===== src/rtl/imhq_pkg.sv =====
package imhq_pkg;

  localparam int CAPACITY = 1024;
  localparam int HW = $clog2(CAPACITY);
  localparam int CW = HW + 1;
  localparam int KW = 32;

  localparam logic [2:0] OP_INSERT = 3'd0;
  localparam logic [2:0] OP_POP = 3'd1;
  localparam logic [2:0] OP_REMOVE = 3'd2;
  localparam logic [2:0] OP_UPDATE = 3'd3;
  localparam logic [2:0] OP_UPDATE_PAY = 3'd4;
  localparam logic [2:0] OP_PEEK = 3'd5;
  localparam logic [2:0] OP_CLEAR = 3'd6;

  localparam logic [1:0] ST_OK = 2'd0;
  localparam logic [1:0] ST_EMPTY = 2'd1;
  localparam logic [1:0] ST_FULL = 2'd2;
  localparam logic [1:0] ST_DEAD = 2'd3;

  typedef struct packed {
    logic [2:0]           opcode;
    logic signed [KW-1:0] new_key;
    logic [31:0]          payload;
    logic [HW-1:0]        handle;
  } req_t;

  typedef struct packed {
    logic [1:0]           status;
    logic [HW-1:0]        out_handle;
    logic signed [KW-1:0] out_key;
    logic [31:0]          out_payload;
    logic [CW-1:0]        entry_count;
  } rsp_t;

endpackage


===== src/rtl/imhq_cmp.sv =====
module imhq_cmp (
  input  logic signed [imhq_pkg::KW-1:0] a,
  input  logic signed [imhq_pkg::KW-1:0] b,
  output logic                           lt
);
  import imhq_pkg::*;

  // signed order, smaller key is served first
  assign lt = (a < b);

endmodule


===== config.mk =====
export PLATFORM = sky130hd
export DESIGN_NAME = imhq_cmp
export DESIGN_NICKNAME = d
export VERILOG_FILES = /design/src/rtl/imhq_pkg.sv /design/src/rtl/imhq_cmp.sv
export SDC_FILE = /design/constraint.sdc
export NUM_CORES = 1
export LEC_CHECK = 0
export ABC_AREA = 1
export BUFFER_PORTS_ARGS = -buffer_cell sky130_fd_sc_hd__buf_4
export CAP_MARGIN = 20
export CELL_PAD_IN_SITES_DETAIL_PLACEMENT = 1
export CELL_PAD_IN_SITES_GLOBAL_PLACEMENT = 2
export CORE_UTILIZATION = 21
export DETAILED_ROUTE_END_ITERATION = 10
export PLACE_DENSITY = 0.95
export SYNTH_ARGS = -nofsm -noshare
export SYNTH_HDL_FRONTEND = slang
export SYNTH_SLANG_ARGS = --single-unit

===== constraint.sdc =====
create_clock -name vclk -period 3.6
set_clock_uncertainty 0.15 [all_clocks]
set_input_delay 0.18 -clock vclk [all_inputs]
set_output_delay 0.18 -clock vclk [all_outputs]
set_load 0.01 [all_outputs]

==> flow_summary.json, run 1 <==
{
  "critical_path.max_fanout": 4,
  "avgSynthCellArea_um2": 6.21,
  "avgRoutedWirePerCell_um": 8.52,
  "hold-path-endpoint": "lt",
  "vias": 1033,
  "number_of_global_route_vias_before_repair": 1024,
  "ctsHoldBuffers": 0,
  "design.final.nets": 297,
  "number_of_antenna_violations_at_the_first_check_in_global_routing": 0,
  "wl_um": 2110,
  "synth.yosys.seq_area_share": 0,
  "drt-initial-drc-count": 10,
  "placement.io_buffers": 65,
  "instances_no_fill": 248,
  "register_area_um2": 0,
  "hold_depth": 5,
  "yosys_warnings": 0,
  "report.power.total_mw": 0.141,
  "dp_hpwl_um": 2080,
  "synthesis.nets": 230,
  "worst_slew_margin_rel": 0.847,
  "grtUsageTotal": 0.107,
  "whs_ns": 0.772,
  "post_layout_utilization_of_the_core": 0.370,
  "drive_above_1_share": 0.365,
  "worst_hold_startpoint": "a[31]",
  "wp_data_required_ns": 3.27,
  "clock_buffers": 0,
  "ys_types": 17,
  "p_leak_nw": 0.905,
  "worst_ep_arrival_time_ns": 1.45,
  "fin_setup_tns_ns": 0,
  "antenna_cells_inserted": 0,
  "setup-violations-final": 0,
  "run_status": "finished clean",
  "post_cts_resized": 0,
  "post_cts_buffers": 0,
  "dp_slack_ns": 1.81,
  "wire_length_of_the_first_global_routing_pass_um": 3850,
  "remaining_drc_errors": 0,
  "syn_area_um2": 838,
  "largest_net_degree_at_the_start_of_global_routing": 5,
  "yosysMostFrequentCell": "inv_1",
  "finalHoldViolations": 0,
  "timing.hold.worst.class": "primary input to output pin",
  "biggest_area_contributors_in_the_synthesized_netlist": "ha_1 46%, inv_1 17%, nand2_1 13%",
  "initial_utilization": 0.224,
  "final.setup.worst_slack_ns": 1.82,
  "worst-slew-pin-transition_ns": 0.227,
  "n_sequential_cell": 0,
  "timing.critical_path.from_type": "primary input",
  "criticalPathCategory": "primary input to output pin",
  "ios": 65,
  "core_area_um2": 3740,
  "power-per-cell-area_nw_per_um2": 101,
  "maximum_vdd_drop_uv": 30.8,
  "synthDominantAreaCellType": "ha_1",
  "stdcell_area_um2": 1390,
  "maxCapViolations": 0,
  "placedCellCount": 248,
  "unrepaired_setup_endpoints_after_global_routing": "no",
  "drt-pass1-iter-count": 2,
  "post-route-period-util": 0.493,
  "die_area_um2": 4250,
  "y_dimension_of_the_die_um": 65.2,
  "avgViaCountPerCell": 4.17,
  "drv_slew": 0,
  "yosys.area.top_type_share": 0.463,
  "die_w_um": 65.2,
  "dpl_cell_area_um2": 1390,
  "route.antenna.remaining_nets": 0,
  "place_congestion": 0.685,
  "area_delta_synth_final_pct": 65.4,
  "fin_crit_ns": 1.78,
  "critPathCaptureType": "output pin",
  "fmaxAchievable_mhz": 563,
  "synth_cells": 135,
  "grt.overflow.total": 0,
  "synth_common_cells": "38 x inv_1, 31 x ha_1, 29 x nand2_1, 14 x a21oi_1, 5 x nor2_1",
  "fp-row-count": 22
}
-- report_power, final --
group | total (mW) | internal (mW) | switching [mW]
Sequential | 0 | 0 | 0
Clock | 0 | 0 | 0
Combinational | 0.141 | 0.0828 | 0.0578
Total | 0.141 | 0.0828 | 0.0578
-- worst max-delay path, cell delays in order --
cell,delay (ns)
buf_4,0.11
ha_1,0.35
a21oi_1,0.17
o21a_2,0.14
nand2_1,0.06
a21oi_2,0.12
nand2_1,0.06
nand2_1,0.05
nand2_1,0.05
buf_4,0.14
-- placed cells by master, fill, tap and decap left out, drive strengths merged --
cell	netlist	final
a21o	1	1
nand2	30	30
nand4	1	1
inv	40	40
o21a	1	1
nor2	6	6
nand3	2	2
ha	31	31
nor3	2	2
a21oi	16	16
o21ai	5	5
buf	0	65
-- routing by layer --
| metal | track usage | part of all wire | vias up |
|---|---|---|---|
| met5 | 0 | 0 | - |
| met3 | 0.0104 | 0.069 | 0 |
| met4 | 0 | 0 | 0 |
| li1 | - | - | 556 |
| met2 | 0.223 | 0.54 | 31 |
| met1 | 0.121 | 0.39 | 446 |
-- layout make-up --
class,instances,area (um^2)
inverter,40,150
multi-input combinational,95,688
timing repair buffer,65,488
tap,48,60.1
fill,520,2360
-- cells by family after synthesis --
kind of cell	count (synthesis)	synth area share
buf+inv	40	0.179
compound gates	23	0.154
fa+ha+maj	31	0.463
simple gates	41	0.204
-- worst max-delay path by stage --
stage          start  end  slack [ns]  cells past startpoint
2_1_floorplan  b[17]   lt        2.13                      8
3_3_place_gp    a[5]   lt        1.82                     13
3_5_place_dp    a[5]   lt        1.81                     13
4_1_cts         a[5]   lt        1.80                     13
5_1_grt         a[5]   lt        1.65                     13
6_report       a[31]   lt        1.82                     10
Power figures use the tool's default switching activity.
==> run 2: changes to the inputs <==
--- a/config.mk
+++ b/config.mk
@@ -5,14 +5,14 @@
 export SDC_FILE = /design/constraint.sdc
 export NUM_CORES = 1
 export LEC_CHECK = 0
-export ABC_AREA = 1
+export ABC_AREA = 0
 export BUFFER_PORTS_ARGS = -buffer_cell sky130_fd_sc_hd__buf_4
 export CAP_MARGIN = 20
 export CELL_PAD_IN_SITES_DETAIL_PLACEMENT = 1
 export CELL_PAD_IN_SITES_GLOBAL_PLACEMENT = 2
-export CORE_UTILIZATION = 21
+export CORE_UTILIZATION = 18
 export DETAILED_ROUTE_END_ITERATION = 10
-export PLACE_DENSITY = 0.95
+export PLACE_DENSITY = 0.89
 export SYNTH_ARGS = -nofsm -noshare
 export SYNTH_HDL_FRONTEND = slang
 export SYNTH_SLANG_ARGS = --single-unit
==> constraint.sdc (replaced) <==
create_clock -name vclk -period 1.5
set_clock_uncertainty 0.15 [all_clocks]
set_input_delay 0.075 -clock vclk [all_inputs]
set_output_delay 0.075 -clock vclk [all_outputs]
set_load 0.01 [all_outputs]
==> flow_summary.json, run 2 <==
{
  "ys_types": 23,
  "maxCapViolations": 0,
  "most-common-layout-cells": "68 x buf_4, 26 x inv_1, 23 x ha_1, 8 x ha_4, 7 x a21oi_1",
  "largest_net_degree_at_the_start_of_global_routing": 5,
  "register_area_um2": 0,
  "hold-path-endpoint": "lt",
  "worst_slew_margin_rel": 0.844,
  "area_delta_synth_final_pct": 94.1,
  "power-per-cell-area_nw_per_um2": 252,
  "fillers": 505,
  "y_dimension_of_the_die_um": 68.2,
  "post_cts_buffers": 0,
  "post_layout_utilization_of_the_core": 0.372,
  "critical_path.max_fanout": 2,
  "timing.critical_path.from_type": "primary input",
  "ctsHoldBuffers": 0,
  "drt-pass1-iter-count": 2,
  "die_w_um": 68.2,
  "number_of_antenna_violations_at_the_first_check_in_global_routing": 0,
  "vias": 1003,
  "syn_area_um2": 790,
  "final.setup.worst_slack_ns": -0.382,
  "die_area_um2": 4660,
  "ios": 65,
  "core_area_um2": 4120,
  "dp_hpwl_um": 2220,
  "drv_slew": 0,
  "post-route-period-util": 1.25,
  "clock_buffers": 0,
  "synthDominantAreaCellType": "ha_1",
  "criticalPathCategory": "primary input to output pin",
  "report.power.total_mw": 0.386,
  "stdcell_area_um2": 1530,
  "timing.hold.worst.class": "primary input to output pin",
  "yosys.area.top_type_share": 0.491,
  "fp-row-count": 23,
  "wl_um": 2360,
  "hold_depth": 5,
  "synthesis.nets": 203,
  "place_congestion": 0.686,
  "dpl_cell_area_um2": 1470,
  "setup-violations-final": 1,
  "maximum_vdd_drop_uv": 103,
  "critPathMostFrequentCell": "buf_4",
  "fmaxAchievable_mhz": 531,
  "design.final.nets": 275,
  "crit_path_max_incr_delay_ns": 0.51,
  "antenna_cells_inserted": 0,
  "grtUsageTotal": 0.102,
  "synth_cells": 108,
  "n_sequential_cell": 0,
  "number_of_global_route_vias_before_repair": 1005,
  "avgSynthCellArea_um2": 7.31,
  "critPathCaptureType": "output pin",
  "biggest_area_contributors_in_the_synthesized_netlist": "ha_1 49%, inv_1 15%, a21oi_1 5.1%",
  "remaining_drc_errors": 0,
  "synth_common_cells": "31 x ha_1, 31 x inv_1, 8 x a21oi_1, 6 x nand3_1, 5 x nand4_1",
  "fin_crit_ns": 1.88,
  "wire_length_of_the_first_global_routing_pass_um": 3840,
  "failed_checks": "negative setup slack",
  "yosys_warnings": 0,
  "avgRoutedWirePerCell_um": 10.3,
  "avgViaCountPerCell": 4.40,
  "p_leak_nw": 0.848,
  "layout.cells.most_common": "buf_4",
  "whs_ns": 0.507,
  "run_status": "finished with violations",
  "fin_setup_tns_ns": -0.382,
  "grt.overflow.total": 0,
  "route.antenna.remaining_nets": 0,
  "drt-initial-drc-count": 3,
  "placement.io_buffers": 65,
  "wp_data_required_ns": 1.27,
  "initial_utilization": 0.192,
  "drive_above_1_share": 0.517,
  "critical_path_cell_sequence": "buf_4, inv_12, ha_4, and3_4, a22o_1, or4b_1, mux2i_2, buf_4",
  "finalHoldViolations": 0,
  "cell_type_of_the_slowest_stage_on_the_worst_timing_path": "or4b_1",
  "worst_ep_arrival_time_ns": 1.66,
  "worst_hold_startpoint": "a[30]",
  "synth.yosys.seq_area_share": 0,
  "unrepaired_setup_endpoints_after_global_routing": "yes",
  "worst-slew-pin-transition_ns": 0.232
}
-- run 2: cell count changes after synthesis, sizes merged, moves of 2 or more --
cell | previous run | this run
nand2 | 30 | 3
inv | 40 | 31
a21oi | 16 | 8
nand3 | 2 | 6
nand4 | 1 | 5
nor2 | 6 | 3
a21o | 1 | 3
a31oi | 0 | 2
and3 | 0 | 2
-- run 2: how the worst max path moves through the flow --
stage | start | endpoint
after global placement | a[6] | lt
after global routing | b[22] | lt
final | b[28] | lt
after floorplan | b[28] | lt
after detailed placement | a[21] | lt
after CTS | b[28] | lt
-- run 2: area by class of cell --
type / count / area [um^2] / area share
Tap cell: 50 / 62.6 / 0.0408
Timing Repair Buffer: 70 / 533 / 0.348
Multi-Input combinational cell: 77 / 801 / 0.522
Inverter: 31 / 136 / 0.0890
-- run 2: logic make-up (layout without fill, tap and decap cells) --
kind of cell               after synthesis  in the layout  synth area share
adders and majority gates               31             31             0.491
buffers and inverters                   31            101             0.147
AOI/OAI and AO/OA                       23             23             0.197
and+or+nand+nor                         22             22             0.152
muxes                                    1              1            0.0127
-- run 2: worst max-delay path, delay by kind of cell --
| kind | cells | cell delay [ns] |
|---|---|---|
| and+or+nand+nor | 2 | 0.69 |
| buffers and inverters | 3 | 0.31 |
| adders and majority gates | 1 | 0.22 |
| AOI/OAI and AO/OA | 1 | 0.21 |
| muxes | 1 | 0.16 |
-- run 2: power breakdown --
group / internal, mW / switching [mW] / leakage [nW]
combinational: 0.237 / 0.150 / 0.848
sequential: 0 / 0 / 0
clock: 0 / 0 / 0
-- run 2: what timing repair did --
action / CTS / global route
endpoints found under the setup margin: 1 / 1
pin swaps: 1 / 0
resized for setup: 1 / 8
-- run 2: routing by layer --
metal  part of all wire  vias up  global-route usage
li1                   -      517                   -
met1               0.38      454               0.123
met2               0.55       32               0.206
met3              0.061        0             0.00500
met4                  0        0                   0
met5                  0        -                   0
-- run 2: metrics by stage --
| step | setup slack (ns) | std cells |
|---|---|---|
| after floorplan | -0.0995 | 108 |
| after global placement | -0.409 | 228 |
| after detailed placement | -0.441 | 228 |
| after CTS | -0.432 | 228 |
| after global routing | -0.507 | 228 |
| final | -0.382 | 228 |
==> run 3: changes to the inputs <==
--- a/config.mk
+++ b/config.mk
@@ -10,7 +10,7 @@
 export CAP_MARGIN = 20
 export CELL_PAD_IN_SITES_DETAIL_PLACEMENT = 1
 export CELL_PAD_IN_SITES_GLOBAL_PLACEMENT = 2
-export CORE_UTILIZATION = 18
+export CORE_UTILIZATION = 19
 export DETAILED_ROUTE_END_ITERATION = 10
 export PLACE_DENSITY = 0.89
 export SYNTH_ARGS = -nofsm -noshare
==> constraint.sdc (replaced) <==
create_clock -name vclk -period 1.9
set_clock_uncertainty 0.15 [all_clocks]
set_input_delay 0.095 -clock vclk [all_inputs]
set_output_delay 0.095 -clock vclk [all_outputs]
set_load 0.01 [all_outputs]
==> flow_summary.json, run 3 (synthesized netlist as in run 2, its figures left out) <==
{
  "number_of_global_route_vias_before_repair": 926,
  "ios": 65,
  "post_cts_buffers": 0,
  "vias": 985,
  "power-per-cell-area_nw_per_um2": 194,
  "whs_ns": 0.493,
  "route.antenna.remaining_nets": 0,
  "critPathCaptureType": "output pin",
  "worst-slew-pin-transition_ns": 0.207,
  "area_delta_synth_final_pct": 86.4,
  "initial_utilization": 0.197,
  "layout.cells.most_common": "buf_4",
  "clockPowerShare": 0,
  "antenna_cells_inserted": 0,
  "p_leak_nw": 0.838,
  "register_area_um2": 0,
  "drt-initial-drc-count": 6,
  "avgViaCountPerCell": 4.36,
  "run_status": "finished clean",
  "timing.hold.worst.class": "primary input to output pin",
  "drv_slew": 0,
  "grtUsageTotal": 0.100,
  "grt.overflow.total": 0,
  "number_of_antenna_violations_at_the_first_check_in_global_routing": 0,
  "instances_no_fill": 226,
  "timing.critical_path.from_type": "primary input",
  "fin_setup_tns_ns": 0,
  "dp_hpwl_um": 2110,
  "criticalPathCategory": "primary input to output pin",
  "seq_power_share": 0,
  "power.net_switching_mw": 0.109,
  "most-common-layout-cells": "66 x buf_4, 29 x inv_1, 25 x ha_1, 7 x a21oi_1, 6 x ha_4",
  "clock_buffers": 0,
  "worst_slew_margin_rel": 0.862,
  "worst_setup_path_startpoint": "a[26]",
  "maxCapViolations": 0,
  "fmaxAchievable_mhz": 542,
  "largest_net_degree_at_the_start_of_global_routing": 5,
  "wp_data_required_ns": 1.65,
  "unrepaired_setup_endpoints_after_global_routing": "yes",
  "fin_crit_ns": 1.84,
  "hold_depth": 4,
  "placedCellCount": 226,
  "maximum_vdd_drop_uv": 56.9,
  "fp-row-count": 23,
  "sw_frac_of_total": 0.382,
  "ctsHoldBuffers": 0,
  "y_dimension_of_the_die_um": 66.5,
  "wl_um": 2290,
  "drive_above_1_share": 0.477,
  "worst_ep_arrival_time_ns": 1.60,
  "avgRoutedWirePerCell_um": 10.1,
  "fraction_of_power_consumed_by_combinational_cells": 1.000,
  "post-route-period-util": 0.971,
  "finalHoldViolations": 0,
  "design.final.nets": 273,
  "core_area_um2": 4000,
  "placement.io_buffers": 65,
  "critical_path.max_fanout": 3,
  "die_w_um": 66.5,
  "die_area_um2": 4420,
  "internal-power_mw": 0.176,
  "wire_length_of_the_first_global_routing_pass_um": 3600,
  "remaining_drc_errors": 0,
  "n_sequential_cell": 0,
  "drt-pass1-iter-count": 2,
  "place_congestion": 0.776,
  "critPathCapture": "lt",
  "setup-violations-final": 0
}
-- run 3: cell types whose count changed in the layout (fill, tap and decap cells not counted), sizes merged --
cell / previous run / this run
buf: 70 / 68
-- run 3: cell type report --
type / count / area (um^2)
repair buffers: 68 / 518
fillers: 485 / 2530
well taps: 50 / 62.6
multi-input cells: 77 / 772
inverters: 31 / 119
-- run 3: routing by layer --
metal,part of all wire,routed length [um],global-route usage
met5,0,0,0
met4,0,0,0
met3,0.076,174,0.0154
met2,0.53,1210,0.199
met1,0.39,902,0.118
-- run 3: what timing repair did --
action | in CTS | in global routing
pin swaps | 3 | 4
hold endpoints to repair | 0 | 0
resized for setup | 8 | 9
endpoints found under the setup margin | 1 | 1
-- run 3: power groups by stage --
stage	Combinational, mW	Sequential, mW	Clock, mW
2_1_floorplan	0.120	0	0
3_3_place_gp	0.255	0	0
3_5_place_dp	0.261	0	0
4_1_cts	0.275	0	0
5_1_grt	0.325	0	0
6_report	0.286	0	0
-- run 3: worst min path at each step --
stage / endpoint / start
after floorplan: lt / a[31]
after global placement: lt / a[31]
after detailed placement: lt / a[31]
after CTS: lt / a[31]
after global routing: lt / a[31]
final: lt / a[31]
-- run 3: metrics by stage --
| step | setup slack (ns) | power [mW] | cell area, um^2 | util |
|---|---|---|---|---|
| 6_report | 0.0556 | 0.286 | 1470 | 0.368 |
| 5_1_grt | -0.0372 | 0.325 | 1470 | 0.368 |
| 4_1_cts | 0.000940 | 0.275 | 1410 | 0.352 |
| 3_5_place_dp | -0.112 | 0.261 | 1360 | 0.341 |
| 3_3_place_gp | -0.0737 | 0.255 | 1360 | 0.341 |
| 2_1_floorplan | 0.139 | 0.120 | 790 | - |
-- run 3: critical path: stages --
cell      delay, ns
buf_4          0.11
ha_1           0.33
nand3_2        0.10
o21bai_1       0.10
a31oi_1        0.09
or4b_1         0.49
mux2i_1        0.14
buf_4          0.14
